File: config.mk
export PLATFORM = sky130hd
export DESIGN_NAME = psc_cell
export DESIGN_NICKNAME = d
export VERILOG_FILES = /design/src/rtl/psc_pkg.sv /design/src/rtl/psc_cell.sv
export SDC_FILE = /design/constraint.sdc
export NUM_CORES = 1
export LEC_CHECK = 0
export BUFFER_PORTS_ARGS = -buffer_cell sky130_fd_sc_hd__buf_2
export CORE_UTILIZATION = 60
export DETAILED_ROUTE_END_ITERATION = 10
export PLACE_DENSITY = 0.81
export REMOVE_ABC_BUFFERS = 1
export SKIP_LAST_GASP = 1
export SLEW_MARGIN = 20
export SYNTH_ARGS = -nofsm -noshare
export SYNTH_HDL_FRONTEND = slang
export SYNTH_SLANG_ARGS = --single-unit
File: constraint.sdc
create_clock -name clk -period 5.4 [get_ports clk]
set_input_delay 0.81 -clock clk [delete_from_list [all_inputs] [get_ports clk]]
set_output_delay 0.81 -clock clk [all_outputs]
set_load 0.01 [all_outputs]
File: src/rtl/psc_pkg.sv
// ----------------------------------------------------------------------------
// psc_pkg
// Shared constants, codes and types for the protection switch capacity core.
// ----------------------------------------------------------------------------
package psc_pkg;

  localparam int NUM_COMPONENTS = 32;
  localparam int MASK_W         = 32;
  localparam int BW_W           = 24;
  localparam int LIM_IDX_W      = 5;
  localparam int CFG_IDX_W      = 3;
  localparam int CFG_DATA_W     = 32;

  localparam logic [CFG_IDX_W-1:0] REG_PRIMARY_MASK    = 3'd0;
  localparam logic [CFG_IDX_W-1:0] REG_PROTECTION_MASK = 3'd1;
  localparam logic [CFG_IDX_W-1:0] REG_DEMAND_BW       = 3'd2;
  localparam logic [CFG_IDX_W-1:0] REG_LIMIT_INDEX     = 3'd3;
  localparam logic [CFG_IDX_W-1:0] REG_LIMIT_VALUE     = 3'd4;

  localparam logic [1:0] PS_PRIMARY   = 2'd0;
  localparam logic [1:0] PS_SECONDARY = 2'd1;
  localparam logic [1:0] PS_FAIL      = 2'd2;

  typedef struct packed {
    logic tok;
    logic blk;
  } chain_t;

  typedef struct packed {
    logic reserve;
    logic rel;
  } cell_op_t;

endpackage

File: src/rtl/psc_cell.sv
// ----------------------------------------------------------------------------
// psc_cell
// One component: reserved bandwidth and limit, capacity test on token pass.
// ----------------------------------------------------------------------------
module psc_cell (
  input  logic                        clk,
  input  logic                        rst,
  input  logic                        on_backup,
  input  logic [psc_pkg::BW_W-1:0]    demand,
  input  psc_pkg::cell_op_t           op,
  input  logic                        lim_we,
  input  logic [psc_pkg::BW_W-1:0]    lim_val,
  input  psc_pkg::chain_t             chain_in,
  output psc_pkg::chain_t             chain_out
);

  logic [psc_pkg::BW_W-1:0] reserved;
  logic [psc_pkg::BW_W-1:0] limit;
  logic [psc_pkg::BW_W-1:0] reserved_next;
  logic [psc_pkg::BW_W:0]   sum;
  logic                     over;

  assign sum  = {1'b0, reserved} + {1'b0, demand};
  assign over = on_backup && (reserved > limit);

  always_comb begin
    reserved_next = reserved;
    if (on_backup && op.reserve) begin
      reserved_next = sum[psc_pkg::BW_W] ? {psc_pkg::BW_W{1'b1}} : sum[psc_pkg::BW_W-1:0];
    end else if (on_backup && op.rel) begin
      reserved_next = (reserved > demand) ? (reserved - demand) : '0;
    end
  end

  always_ff @(posedge clk) begin
    if (rst) begin
      reserved      <= '0;
      limit         <= '0;
      chain_out.tok <= 1'b0;
      chain_out.blk <= 1'b0;
    end else begin
      reserved      <= reserved_next;
      if (lim_we) begin
        limit <= lim_val;
      end
      chain_out.tok <= chain_in.tok;
      chain_out.blk <= chain_in.blk | (chain_in.tok & over);
    end
  end

endmodule

After elaboration in Yosys (flattened, before gate mapping):

Cells that the tools add are included.

* output and inout port bits: 2
* word-level logic and storage cells: 18
* bits of input ports: 56
* bits in registers: 50

* reductions and logical operators: 4
* mux-type cells: 4
* $add $sub $neg: 2
* magnitude comparators: 2
* bitwise gates (word level): 2

Operator list (number)
* 24-bit 2-to-1 mux: 4
* 24-bit > comparator: 2
* 24-bit by 24-bit adder with 25-bit output: 1
* 24-bit subtractor: 1
* 1-bit logical AND: 3
* 2-bit nonzero test: 1
* 1-bit bitwise AND: 1
* 1-bit OR: 1

Longest topological paths before layout:

* depth after elaboration: 4
* gate-level depth with buffers: 14
* gate-level depth less buffers: 12

Worst setup path after synthesis:

No wires, ideal clock.

* path type: input to register
* from: input port demand[11] (netlist name)
* to: register reserved[19] (netlist name)
* setup time: 0.088 ns
* stages on the path: 11
* buffers on the path: 2
* required time: 5.312 ns
* arrival time: 3.214 ns
* slack: 2.098 ns
* path through: inv_1 > ha_1 > buf_6 > inv_4 > or4_4 > or3_1 > and4_4 > a21bo_4 > buf_6 > o311a_1 > a311oi_2

* cells in the longest elaborated chain, start to end: 4
* elaborated cells between the ends (all ways): 7
* classes of those cells: add/sub (2); order compare (1); mux (4)

Ends and longest elaborated chain
* start: declaration: line psc_cell.sv:9 `input logic [psc_pkg::BW_W-1:0] demand,`
* 24-bit subtractor or 24-bit > comparator (tied branches): line psc_cell.sv:31 `reserved_next = (reserved > demand) ? (reserved - demand) : '0;`
* 24-bit 2-to-1 mux: line psc_cell.sv:31
* 24-bit 2-to-1 mux: line psc_cell.sv:30 `end else if (on_backup && op.rel) begin`
* 24-bit 2-to-1 mux (*): line psc_cell.sv:28 `if (on_backup && op.reserve) begin`
* end signal: assignment: line psc_cell.sv:42 `reserved <= reserved_next;`
* end: declaration: line psc_cell.sv:17 `logic [psc_pkg::BW_W-1:0] reserved;`

Every way passes the cells marked *; elsewhere a longest branch is shown, timed or not. The select of a mux whose other input is x is not followed.
A chain may end at the register's enable or synchronous reset.

Worst setup path in the final report:

* from: input port demand[21] (netlist name)
* to: register reserved[10] (netlist name)

* cells in the longest elaborated chain, start to end: 4
* elaborated cells between the ends (all ways): 6
* classes of those cells: add/sub (1); order compare (1); mux (4)

Ends and longest elaborated chain (line)
* 24-bit > comparator: psc_cell.sv:31
* 24-bit 2-to-1 mux: psc_cell.sv:31
* 24-bit 2-to-1 mux: psc_cell.sv:30
* 24-bit 2-to-1 mux (*): psc_cell.sv:28

Marks and branches as above.

==> out/results.txt <==
Simple-gate share of the synthesized area: 18.6%. The logs give 4020 ps for the worst endpoint data arrival time and 26.4% for the normalized max-slew margin. In this run the register-to-register setup slack is 1820 ps. After floorplanning, the core was divided into 34 placement rows. Using the TritonRoute via totals, the vias-per-cell ratio works out to 6.38.

Entering global routing, the biggest net connects 51 pins. The tools report the maximum vdd drop as 142 uV. The tools report the number of slew-limit violations in the final report as 0. For this run the aggregate overflow at the end of global routing stands at 0. After detailed routing, the total wire length is 15.9 mm. Among all flip-flop cells after synthesis, the most frequent one is sky130_fd_sc_hd__dfxtp_1. Power density of the placed cells: 214 nW/um^2. In this run, synthesis inferred 0 flip-flops with an integrated enable. The logs give 5820 um^2 for the area of all placed cells without fillers and 0 ps for the total negative slack for setup checks. The post-CTS setup-driven buffer insertion count came out at 0. In this run, synthesis produced a sequential element count of 50.

For the pin with the worst max-slew slack, the measured transition is 1100 ps. The post-route minimum period was 3810 ps. Leaving out filler cells and counting taps, the final layout contains 866. The first global-routing pass estimated 25.9 mm of wire. The die outline height is 97.4 um. Number of search-and-repair iterations in the first detailed-routing pass: 5.

In the post-synthesis netlist, the cell with the most instances is sky130_fd_sc_hd__nor2_1. Clock-pin slew was measured on the worst setup and hold paths at 100 ps. Detailed placement finished with a half-perimeter wire length of 12.2 mm. The maximum fanout along the worst path was 30; the boundary pin count was 58. The tools report the launching element type of the critical path as an input port.

The top cell type's share of synthesized area was 18.3%; the latest clock arrival within the worst-skew pair was 310 ps. For this run, asynchronously set or reset flops after synthesis account for 0%. After synthesis, the largest family of logic cells by area is compound AO/OA/AOI/OAI gates. The detailed router placed 5522 vias in this run.

In the routed design, unresolved DRC markers number 0. In this run the mean area of a mapped cell was 7.49 um^2. The worst path uses 70.6% of the clock period.

The average detailed-routed wire length per instance was 18.3 um; the number of port buffers was 57. The tools report the diode insertion count for antenna repair as 0. TritonCTS built the clock tree.

The logs give 8760 um^2 for the core region area and 0 for the hold-fix buffer count after cts. The startpoint identified for the worst register-to-register timing path is reserved[21]$_SDFFE_PP0P_. Yosys attributes the largest share of cell area to sky130_fd_sc_hd__dfxtp_1 (18%), sky130_fd_sc_hd__ha_1 (16%), sky130_fd_sc_hd__nor2_1 (6.0%), sky130_fd_sc_hd__a21oi_1 (5.6%), sky130_fd_sc_hd__inv_1 (5.5%).

The number of resized instances in the post-cts repair step was 0. The depth of the worst register-to-register path came out at 9. At the end of routability-driven placement, the weighted congestion stood at 1.03. After Yosys synthesis, full adders, half adders and majority gates account for 17.2% of the synthesized area.

Setup repair after global routing left no endpoint under its margin. Summing all placed instances gives a cell area of 5710 um^2. The required arrival time at the worst endpoint was 5610 ps; the static leakage was 2.73 nW. The net count of the finished layout is 887. The initial utilization of the core area, before any placement, comes to 62.4%.

The run gives 0 as the initial antenna violation count. For the maximum number of buffers from clock root to sink, the log shows 2. The class of the most critical setup path is input port to register.

The logs give 0 for the hold violation total from the final report and 1380 ps for the post-placement worst setup slack. The synthesized netlist occupies a cell area of 5470 um^2. The worst hold slack after final layout came out at 503 ps. The run gives 262 MHz as the maximum achievable frequency. Setup-violating endpoint count in the final report: 0. By count the netlist is led by sky130_fd_sc_hd__nor2_1 (88), sky130_fd_sc_hd__inv_1 (80), sky130_fd_sc_hd__ha_1 (72), sky130_fd_sc_hd__a21oi_1 (61), sky130_fd_sc_hd__dfxtp_1 (50). Max-cap violations in this run came to 0. The number of placed instances, taps included, is 858. The die is 97.4 um wide. Number of global-route vias before repair: 5188. The count of fill cells added during filler insertion is 788, and the starting DRC count in detailed routing is 602.

After synthesis, the share of cell area in mux cells is 5.31%. Top cell type by total area after synthesis: sky130_fd_sc_hd__dfxtp_1. Once detail routing completed, the nets flagged for antenna violations numbered 0. Cells with a size suffix above 1 make up 12.0% of the layout. The root cell of the clock tree is sky130_fd_sc_hd__clkbuf_8. The end of the worst register-to-register path was reserved[10]$_SDFFE_PP0P_. Across the routed clock network, the largest skew measured is 9.44 ps. Cells fill 66.4% of the core in the end.

Area enclosed by the die boundary: 9490 um^2. The H-tree was split into 2 levels. The worst hold path belongs to the class register to register.

Buffers inserted during clock tree synthesis total 5. STA classifies the critical path endpoint as a register. The Yosys step of the flow raised 0 warnings. Synthesized instance count: 730.

The area growth from synthesis to final layout was 6.52%. After Yosys synthesis, XOR and XNOR cells account for 0.641% of the synthesized area. The synthesized netlist devotes 30.5% of its cell area to compound gates. CTS saw 50 sinks. Yosys mapped the design onto 75 distinct sky130hd cell types.

The flow ran to the end, and the final reports show no timing, DRC or antenna violations. Sequential cells were found to cover 18.3% of the synthesized design area. Once routing completed, OpenROAD measured the worst setup slack at 1590 ps.

The endpoint of the most critical setup path was reserved[10]$_SDFFE_PP0P_. The most critical setup path has its startpoint at demand[21]. In the global route stage, overall resource usage came out at 33.5%. The run gives 1.25 mW as the power after layout.
## worst min path at each step
stage,from,end,slack (ps),depth (start not counted)
floorplan,limit[10]$_SDFFE_PP0P_,limit[10]$_SDFFE_PP0P_,460,2
global placement,limit[5]$_SDFFE_PP0P_,limit[5]$_SDFFE_PP0P_,470,2
detailed placement,limit[12]$_SDFFE_PP0P_,limit[12]$_SDFFE_PP0P_,480,2
CTS,limit[12]$_SDFFE_PP0P_,limit[12]$_SDFFE_PP0P_,510,2
global route,limit[20]$_SDFFE_PP0P_,limit[20]$_SDFFE_PP0P_,530,2
finish,limit[6]$_SDFFE_PP0P_,limit[6]$_SDFFE_PP0P_,500,2
## layer usage
metal	part of all wire, %	track usage [%]	up-vias
met4	1.5	6.67	0
met3	11	7.99	37
li1	-	-	2693
met5	0	0	-
met1	44	47.0	2547
met2	44	52.3	245
## power breakdown
part	internal [mW]	leakage (nW)	total, mW	switching [mW]
clock network	0.139	0.0514	0.279	0.141
registers	0.396	0.413	0.429	0.0327
logic	0.207	2.26	0.538	0.331
## cell type report
type | count | area (um^2) | area share [%]
Tap cell | 108 | 135 | 2.32
Multi-Input combinational cell | 558 | 3960 | 68.0
Timing Repair Buffer | 60 | 308 | 5.29
Sequential cell | 50 | 1000 | 17.2
Clock buffer | 6 | 72.6 | 1.25
Clock inverter | 2 | 37.5 | 0.645
Inverter | 82 | 310 | 5.33
## cells in the final DEF (no fill, tap or decap), types with 4 or more instances in the layout
cell type                  instances
sky130_fd_sc_hd__o21ai_0          28
sky130_fd_sc_hd__a211oi_1         16
sky130_fd_sc_hd__a21oi_1          61
sky130_fd_sc_hd__nor4_1            9
sky130_fd_sc_hd__nor2_1           88
sky130_fd_sc_hd__a311oi_1          6
sky130_fd_sc_hd__nand3_1           8
sky130_fd_sc_hd__nand2b_1          7
sky130_fd_sc_hd__and3_1            4
sky130_fd_sc_hd__a31oi_1           9
sky130_fd_sc_hd__nor2b_1          12
sky130_fd_sc_hd__inv_1            80
sky130_fd_sc_hd__nor3_1           19
sky130_fd_sc_hd__a21o_1           19
sky130_fd_sc_hd__dfxtp_1          50
sky130_fd_sc_hd__nand2_1          29
sky130_fd_sc_hd__o211ai_1          5
sky130_fd_sc_hd__a211oi_2          5
sky130_fd_sc_hd__o21bai_1          6
sky130_fd_sc_hd__mux2i_1          29
sky130_fd_sc_hd__o221ai_1          7
sky130_fd_sc_hd__nand4_1          14
sky130_fd_sc_hd__o31ai_1          10
sky130_fd_sc_hd__o22ai_1          10
sky130_fd_sc_hd__o21ai_1           7
sky130_fd_sc_hd__o21a_1           11
sky130_fd_sc_hd__ha_1             72
sky130_fd_sc_hd__a32o_1            4
sky130_fd_sc_hd__or2_2             4
sky130_fd_sc_hd__buf_2            57
sky130_fd_sc_hd__or3_1             4
sky130_fd_sc_hd__clkbuf_8          5
## sequential cells by signal, summed over array words and instances, names as in the netlist
signal / count
limit: 24
reserved: 24
chain_out: 2
## cells by family (layout without fill, tap and decap cells)
group           Yosys count  in the layout
compound gates          240            240
simple gates            211            211
buf+inv                 122            150
fa+ha+maj                74             74
flops                    50             50
mux                      29             29
xor+xnor                  4              4
## critical path: stages
cell and delay [ps]:
sky130_fd_sc_hd__buf_2 90, sky130_fd_sc_hd__inv_1 40, sky130_fd_sc_hd__ha_1 610, sky130_fd_sc_hd__nand3_1 330
sky130_fd_sc_hd__a41oi_1 300, sky130_fd_sc_hd__o41ai_1 140, sky130_fd_sc_hd__a211oi_1 600, sky130_fd_sc_hd__a21bo_4 430
sky130_fd_sc_hd__a211oi_1 260, sky130_fd_sc_hd__a41oi_1 80, sky130_fd_sc_hd__a311oi_1 320
No activity file was read; power rests on OpenSTA's default activity.
