==> config.mk <==
export PLATFORM = sky130hd
export DESIGN_NAME = psc_ctrl
export DESIGN_NICKNAME = d
export VERILOG_FILES = /design/src/rtl/psc_pkg.sv /design/src/rtl/psc_ctrl.sv
export SDC_FILE = /design/constraint.sdc
export NUM_CORES = 1
export LEC_CHECK = 0
export ABC_CLOCK_PERIOD_IN_PS = 2880
export BUFFER_PORTS_ARGS = -buffer_cell sky130_fd_sc_hd__buf_4
export CAP_MARGIN = 20
export CORE_UTILIZATION = 35
export DETAILED_ROUTE_END_ITERATION = 10
export PLACE_DENSITY = 0.87
export SYNTH_ARGS = -nofsm -noshare
export SYNTH_HDL_FRONTEND = slang
export SYNTH_SLANG_ARGS = --single-unit
==> constraint.sdc <==
create_clock -name clk -period 2.88 [get_ports clk]
set_input_delay 0.288 -clock clk [delete_from_list [all_inputs] [get_ports clk]]
set_output_delay 0.288 -clock clk [all_outputs]
set_load 0.005 [all_outputs]
==> src/rtl/psc_pkg.sv <==
// ----------------------------------------------------------------------------
// psc_pkg
// Shared constants, codes and types for the protection switch capacity core.
// ----------------------------------------------------------------------------
package psc_pkg;

  localparam int NUM_COMPONENTS = 32;
  localparam int MASK_W         = 32;
  localparam int BW_W           = 24;
  localparam int LIM_IDX_W      = 5;
  localparam int CFG_IDX_W      = 3;
  localparam int CFG_DATA_W     = 32;

  localparam logic [CFG_IDX_W-1:0] REG_PRIMARY_MASK    = 3'd0;
  localparam logic [CFG_IDX_W-1:0] REG_PROTECTION_MASK = 3'd1;
  localparam logic [CFG_IDX_W-1:0] REG_DEMAND_BW       = 3'd2;
  localparam logic [CFG_IDX_W-1:0] REG_LIMIT_INDEX     = 3'd3;
  localparam logic [CFG_IDX_W-1:0] REG_LIMIT_VALUE     = 3'd4;

  localparam logic [1:0] PS_PRIMARY   = 2'd0;
  localparam logic [1:0] PS_SECONDARY = 2'd1;
  localparam logic [1:0] PS_FAIL      = 2'd2;

  typedef struct packed {
    logic tok;
    logic blk;
  } chain_t;

  typedef struct packed {
    logic reserve;
    logic rel;
  } cell_op_t;

endpackage

==> src/rtl/psc_ctrl.sv <==
// ----------------------------------------------------------------------------
// psc_ctrl
// Path state machine: launches the capacity sweep, applies the transition
// and holds the result register.
// ----------------------------------------------------------------------------
module psc_ctrl (
  input  logic                          clk,
  input  logic                          rst,
  input  logic                          in_valid,
  output logic                          in_stall,
  input  logic [psc_pkg::MASK_W-1:0]    failed_mask,
  input  logic                          last_event,
  input  logic [psc_pkg::MASK_W-1:0]    primary_mask,
  input  logic [psc_pkg::MASK_W-1:0]    protection_mask,
  output logic                          tok_start,
  input  psc_pkg::chain_t               chain_end,
  output psc_pkg::cell_op_t             op,
  output logic                          out_valid,
  input  logic                          out_stall,
  output logic [1:0]                    path_state_out,
  output logic                          capacity_blocked,
  output logic                          run_done
);

  localparam logic [1:0] S_IDLE  = 2'd0;
  localparam logic [1:0] S_CHECK = 2'd1;
  localparam logic [1:0] S_DONE  = 2'd2;

  logic [1:0] state;
  logic [1:0] state_next;
  logic [1:0] path_state;
  logic [1:0] path_state_next;
  logic       wd;
  logic       bd;
  logic       last;
  logic       blk;
  logic       wd_in;
  logic       bd_in;
  logic       accept;
  logic       slot_free;
  logic       finish;
  logic       need_check;

  assign wd_in     = |(failed_mask & primary_mask);
  assign bd_in     = |(failed_mask & protection_mask);
  assign in_stall  = (state != S_IDLE);
  assign accept    = in_valid && (state == S_IDLE);
  assign slot_free = !out_valid || !out_stall;
  assign finish    = (state == S_DONE) && slot_free;

  always_comb begin
    need_check = 1'b0;
    case (path_state)
      psc_pkg::PS_PRIMARY: need_check = wd_in && !bd_in;
      psc_pkg::PS_FAIL:    need_check = wd_in;
      default:             need_check = 1'b0;
    endcase
  end

  assign tok_start = accept && need_check;

  always_comb begin
    path_state_next = path_state;
    op              = '0;
    case (path_state)
      psc_pkg::PS_PRIMARY: begin
        if (wd) begin
          if (bd || blk) begin
            path_state_next = psc_pkg::PS_FAIL;
          end else begin
            op.reserve      = 1'b1;
            path_state_next = psc_pkg::PS_SECONDARY;
          end
        end
      end
      psc_pkg::PS_SECONDARY: begin
        if (!wd) begin
          op.rel          = 1'b1;
          path_state_next = psc_pkg::PS_PRIMARY;
        end else if (bd) begin
          op.rel          = 1'b1;
          path_state_next = psc_pkg::PS_FAIL;
        end
      end
      psc_pkg::PS_FAIL: begin
        if (!wd) begin
          path_state_next = psc_pkg::PS_PRIMARY;
        end else if (!bd && !blk) begin
          op.reserve      = 1'b1;
          path_state_next = psc_pkg::PS_SECONDARY;
        end
      end
      default: begin
        path_state_next = psc_pkg::PS_PRIMARY;
      end
    endcase
    if (!finish) begin
      op              = '0;
      path_state_next = path_state;
    end
  end

  always_comb begin
    state_next = state;
    case (state)
      S_IDLE: begin
        if (accept) begin
          state_next = need_check ? S_CHECK : S_DONE;
        end
      end
      S_CHECK: begin
        if (chain_end.tok) begin
          state_next = S_DONE;
        end
      end
      S_DONE: begin
        if (slot_free) begin
          state_next = S_IDLE;
        end
      end
      default: begin
        state_next = S_IDLE;
      end
    endcase
  end

  always_ff @(posedge clk) begin
    if (rst) begin
      state      <= S_IDLE;
      path_state <= psc_pkg::PS_PRIMARY;
      out_valid  <= 1'b0;
    end else begin
      state      <= state_next;
      path_state <= path_state_next;
      if (finish) begin
        out_valid <= 1'b1;
      end else if (!out_stall) begin
        out_valid <= 1'b0;
      end
    end
  end

  always_ff @(posedge clk) begin
    if (accept) begin
      wd   <= wd_in;
      bd   <= bd_in;
      last <= last_event;
      blk  <= 1'b0;
    end else if (state == S_CHECK && chain_end.tok) begin
      blk <= chain_end.blk;
    end
    if (finish) begin
      path_state_out   <= path_state_next;
      capacity_blocked <= blk;
      run_done         <= last;
    end
  end

  a_tok_in_check: assert property (@(posedge clk) disable iff (rst)
    chain_end.tok |-> state == S_CHECK)
    else $error("sweep token arrived outside check");

  a_op_excl: assert property (@(posedge clk) disable iff (rst)
    !(op.reserve && op.rel))
    else $error("reserve and release issued together");

  a_reserve_sec: assert property (@(posedge clk) disable iff (rst)
    op.reserve |=> path_state == psc_pkg::PS_SECONDARY)
    else $error("reservation without switch to secondary");

  a_blocked_fail: assert property (@(posedge clk) disable iff (rst)
    out_valid && capacity_blocked |-> path_state_out == psc_pkg::PS_FAIL)
    else $error("blocked result not in fail");

endmodule

### Word-level counts from Yosys, hierarchy flattened

Index checks and enable logic that the tools add are counted.

* add/subtract/negate cells: 0
* multiply operators: 0
* divide/modulo/power cells: 0
* magnitude comparators: 0
* equal/unequal tests: 8
* shift-type cells: 0
* muxes and demuxes: 25
* bitwise gates (word level): 2
* reduce and logical (&&, ||, !) cells: 19

Operator list (count)
* 32-bit AND: 2
* 32-bit OR reduction: 2
* 2-bit 2-to-1 mux: 12
* 2-bit one-hot mux with 3 select lines: 2
* 1-bit 2-to-1 mux: 9
* 1-bit logical AND: 6
* 2-bit != test, second input constant: 3
* 1-bit logical NOT: 5
* 2-bit by 1-bit equality test with 1-bit output, second input constant: 2
* 2-bit equality test, second input constant: 2
* 2-bit logical NOT: 2
* 1-bit one-hot mux with 2 select lines: 2
* 3-bit AND reduction: 1
* 1-bit logical OR: 2
* 2-bit by 1-bit != test with 1-bit output, second input constant: 1
* 2-bit nonzero test: 1

* register bits after elaboration: 13
* latch bits: 0
* memory bits (writable): 0
* memory bits (read-only): 0
* bits of input ports: 103
* output and inout port bits: 9
* word-level logic and storage cells: 64
* memories: 0

### Logic depth before layout (Yosys ltp)

* depth in word-level cells: 8
* depth in mapped cells: 7
* gate-level depth less buffers: 6

### Worst setup path after synthesis

Ideal clock, no wire load.

* path kind: input to output
* start point: input port protection_mask[4] (netlist name)
* end point: output port tok_start
* arrival: 1.260 ns
* data required time: 2.592 ns
* slack: 1.332 ns
* cell stages on the path: 5
* buffers on the path: 0
* cell sequence: a22o_1 a221oi_1 and4_1 a21oi_1 nor4_1

* word-level cells in the longest chain between the ends: 6

RTL lines
* from (decl): RTL line psc_ctrl.sv:14 `input logic [psc_pkg::MASK_W-1:0] protection_mask,`
* 32-bit AND: RTL line psc_ctrl.sv:45 `assign bd_in = |(failed_mask & protection_mask);`
* 32-bit OR reduction: RTL line psc_ctrl.sv:45
* 1-bit logical NOT: RTL line psc_ctrl.sv:54 `psc_pkg::PS_PRIMARY: need_check = wd_in && !bd_in;`
* 1-bit logical AND: RTL line psc_ctrl.sv:54
* 1-bit one-hot mux with 2 select lines: RTL line psc_ctrl.sv:53 `case (path_state)`
* 1-bit logical AND: RTL line psc_ctrl.sv:60 `assign tok_start = accept && need_check;`
* to (decl): RTL line psc_ctrl.sv:15 `output logic tok_start,`

No other way between the ends.

### Final worst setup path

Same ends and word-level chain as after synthesis.

==> impl_metrics.prom <==
# TYPE chip_impl_metric gauge
chip_impl_metric{name="die_area",unit="sq mm"} 0.00280
chip_impl_metric{name="slew_margin_rel",unit=""} 0.614
chip_impl_metric{name="drc_errors",unit=""} 0
chip_impl_metric{name="clk_sink_count",unit=""} 13
chip_impl_info{name="worstSetupPathType",value="input pin to output pin"} 1
chip_impl_metric{name="highest_ir_drop_seen_on_vdd",unit="mV"} 0.288
chip_impl_metric{name="layout-area-overhead-vs-synth",unit="%"} 97.0
chip_impl_metric{name="critical_path.n_buffers_inverters",unit=""} 2
chip_impl_info{name="outcome",value="complete, no violations"} 1
chip_impl_metric{name="fin_nets",unit=""} 316
chip_impl_metric{name="number_of_enable_flip_flop_cells_after_synthesis",unit=""} 7
chip_impl_metric{name="layout_filler_cell_count",unit=""} 183
chip_impl_metric{name="hpwlAfterDp",unit="um"} 3540
chip_impl_metric{name="combined_area_of_the_multi_input_logic_cells",unit="sq um"} 534
chip_impl_info{name="worst_setup_path_end_kind",value="output pin"} 1
chip_impl_metric{name="placeableCoreArea",unit="sq mm"} 0.00245
chip_impl_metric{name="syn-num-nets",unit=""} 202
chip_impl_metric{name="buffer_ports.inserted",unit=""} 111
chip_impl_metric{name="pre_cts_ws",unit="ns"} 0.907
chip_impl_metric{name="worstSkewPairLatency",unit="ns"} 0.27
chip_impl_metric{name="grt_first_pass_wirelength",unit="um"} 5910
chip_impl_metric{name="worst-endpoint-required",unit="ns"} 2.59
chip_impl_info{name="cts_tree",value="done"} 1
chip_impl_info{name="cts_root_buf",value="sky130_fd_sc_hd__clkbuf_4"} 1
chip_impl_info{name="critPathMostFrequentCell",value="sky130_fd_sc_hd__buf_4"} 1
chip_impl_metric{name="rows",unit=""} 18
chip_impl_metric{name="number_of_global_route_vias_before_repair",unit=""} 1427
chip_impl_info{name="hp-class",value="input pin to flop"} 1
chip_impl_metric{name="synth_area",unit="sq um"} 906
chip_impl_metric{name="fraction_of_layout_instances_using_a_drive_strength_above_1",unit=""} 0.557
chip_impl_metric{name="finalMaxSlewViolations",unit=""} 0
chip_impl_metric{name="ys_seq_elements",unit=""} 13
chip_impl_metric{name="power_density",unit="mW/mm^2"} 322
chip_impl_metric{name="timing.max_cap.violations",unit=""} 0
chip_impl_metric{name="timing_hold_violations_final",unit=""} 0
chip_impl_info{name="unrepaired_setup_endpoints_after_global_routing",value="no"} 1
chip_impl_metric{name="io_pins",unit=""} 112
chip_impl_metric{name="detail_route.iter0.violations",unit=""} 49
chip_impl_info{name="synth_ff_type",value="sky130_fd_sc_hd__edfxtp_1"} 1
chip_impl_info{name="yosysTopAreaCell",value="sky130_fd_sc_hd__edfxtp_1"} 1
chip_impl_metric{name="max_slew.worst_pin.slew",unit="ns"} 0.574
chip_impl_metric{name="setup_tns",unit="ns"} 0
chip_impl_metric{name="global_route.usage.total",unit=""} 0.292
chip_impl_metric{name="final-setup-viol-count",unit=""} 0
chip_impl_info{name="synth_top_cells_by_count",value="sky130_fd_sc_hd__a22oi_1, sky130_fd_sc_hd__nand2_1, sky130_fd_sc_hd__edfxtp_1"} 1
chip_impl_metric{name="achievable_clock_frequency",unit="MHz"} 515
chip_impl_metric{name="antenna-diode-count",unit=""} 0
chip_impl_info{name="crit_slowest_cell",value="sky130_fd_sc_hd__and4_1"} 1
chip_impl_metric{name="max_stage_delay",unit="ns"} 0.27
chip_impl_metric{name="routed_wire_length_per_instance",unit="um"} 16.4
chip_impl_metric{name="layout.core_utilization",unit=""} 0.727
chip_impl_metric{name="die_height",unit="um"} 52.9
chip_impl_metric{name="grt_antenna_before_repair",unit=""} 0
chip_impl_metric{name="ys.warnings.count",unit=""} 0
chip_impl_metric{name="synth_top_area_frac",unit=""} 0.232
chip_impl_metric{name="antenna_violating_nets_post_route",unit=""} 0
chip_impl_metric{name="hold_buffers",unit=""} 0
chip_impl_metric{name="cts.clk_slew.worst_paths",unit="ns"} 0.08
chip_impl_metric{name="timing.final.crit_share",unit=""} 0.674
chip_impl_metric{name="cts-buffers-inserted",unit=""} 3
chip_impl_metric{name="drtPass1Iterations",unit=""} 4
chip_impl_metric{name="start_util",unit=""} 0.369
chip_impl_metric{name="clk_path_buf_depth",unit=""} 2
chip_impl_metric{name="grt_start_max_net_pins",unit=""} 11
chip_impl_metric{name="routed_wl",unit="um"} 3960
chip_impl_info{name="critical_path.cell_chain",value="buf_4 -> a22o_1 -> a221oi_1 -> and4_1 -> a21oi_1 -> nor4_1 -> buf_4"} 1
chip_impl_metric{name="yosysSeqAreaShare",unit=""} 0.365
chip_impl_metric{name="cp_data_arrival_time",unit="ns"} 1.65
chip_impl_info{name="synth_area_leaders",value="sky130_fd_sc_hd__edfxtp_1, sky130_fd_sc_hd__a22oi_1, sky130_fd_sc_hd__dfxtp_1"} 1
chip_impl_metric{name="skew",unit="ns"} 0.000591
chip_impl_info{name="critical-path-top-delay-family",value="compound AO/OA/AOI/OAI gates"} 1
chip_impl_metric{name="cts.repair_timing.setup_buffer_count",unit=""} 0
chip_impl_metric{name="p_leak",unit="uW"} 0.000868
chip_impl_metric{name="gate_count_after_technology_mapping",unit=""} 99
chip_impl_metric{name="ys_types",unit=""} 32
chip_impl_metric{name="register_area",unit="sq um"} 330
chip_impl_metric{name="timing.critical_path.fanout_max",unit=""} 3
chip_impl_metric{name="cts-resized-gates",unit=""} 0
chip_impl_metric{name="die_w",unit="um"} 52.9
chip_impl_info{name="worstSetupStartpointType",value="input pin"} 1
chip_impl_metric{name="htree_num_levels",unit=""} 1
chip_impl_metric{name="globalRoute.totalOverflow",unit=""} 0
chip_impl_metric{name="via_per_inst",unit=""} 5.56
chip_impl_metric{name="finalWorstSetupSlack",unit="ns"} 0.940
chip_impl_metric{name="total_power",unit="uW"} 575
chip_impl_metric{name="postSynthAreaPerCell",unit="sq um"} 9.15
chip_impl_metric{name="async_flop_share",unit=""} 0
chip_impl_metric{name="dr_total_vias",unit=""} 1346
chip_impl_metric{name="finalCriticalPeriod",unit="ns"} 1.94
chip_impl_info{name="yosysMostFrequentCell",value="sky130_fd_sc_hd__a22oi_1"} 1
chip_impl_metric{name="routabilityCongestion",unit=""} 0.945
==> final timing paths <==
check / from / to / slack (ns) / cells past startpoint
hold / removal: rst / out_valid / 0.18 / 2
setup reg to reg: state[1] / path_state[0] / 1.27 / 6
setup / recovery: protection_mask[4] / tok_start / 0.94 / 7
hold reg to reg: last / run_done / 0.43 / 0
==> where the power goes <==
group / switching [uW] / internal, uW / leakage (uW) / total [uW]
combinational: 81.4 / 148 / 0.000744 / 229
sequential: 17.9 / 216 / 0.000109 / 234
clock: 58.3 / 53.7 / 0.0000150 / 112
total: 158 / 418 / 0.000868 / 575
==> metal layers <==
layer	vias to the layer above	GRT usage	share of wire
met5	-	0	0
met4	0	0.123	0.023
met3	12	0.0345	0.067
met2	77	0.538	0.54
met1	613	0.333	0.37
li1	644	-	-
==> state kept, by name, summed over array words and instances, names as in the netlist <==
register,flops
bd,1
wd,1
path_state_out,2
path_state,2
out_valid,1
last,1
run_done,1
state,2
blk,1
capacity_blocked,1
==> cells by family after synthesis <==
kind of cell	synth area share
AO/OA/AOI/OAI	0.373
buffers and inverters	0.0456
flip-flops	0.365
multiplexers	0.0111
AND/OR/NAND/NOR	0.206
==> stage by stage <==
stage          instances  cell area [sq um]  hold slack [ns]
2_1_floorplan         99                906            0.357
3_3_place_gp         238               1760            0.401
3_5_place_dp         238               1760            0.419
4_1_cts              242               1780            0.179
5_1_grt              242               1780            0.191
6_report             242               1780            0.185
==> cell usage in the layout, fill, tap and decap left out, drive strengths merged <==
master / n
or4b: 1
buf: 111
nor2: 5
a22oi: 24
edfxtp: 7
a21oi: 2
clkbuf: 4
o21ai: 3
or4: 1
o32ai: 1
and4: 1
and2: 2
or2: 1
a221oi: 4
nor3: 1
nand2: 8
a32oi: 1
o311a: 1
a22o: 5
a21o: 1
mux2i: 1
nor4: 3
a31oi: 1
dfxtp: 6
o22ai: 2
or2b: 1
or3: 1
inv: 6
nand4: 6
nor2b: 1
==> cell type report <==
type,count,area share
Timing Repair Buffer,111,0.467
Multi-Input combinational cell,78,0.299
Sequential cell,13,0.185
Tap cell,30,0.0210
Clock buffer,4,0.0147
Inverter,6,0.0126
==> worst register-to-register path, cell delays in order, from the launching register on <==
cell                      delay (ns)
sky130_fd_sc_hd__dfxtp_1        0.48
sky130_fd_sc_hd__nor2b_1        0.21
sky130_fd_sc_hd__nand2_1        0.16
sky130_fd_sc_hd__inv_1          0.20
sky130_fd_sc_hd__o21ai_0        0.11
sky130_fd_sc_hd__a21o_1         0.20
sky130_fd_sc_hd__and2_1         0.15
No activity file was read; power rests on OpenSTA's default activity.
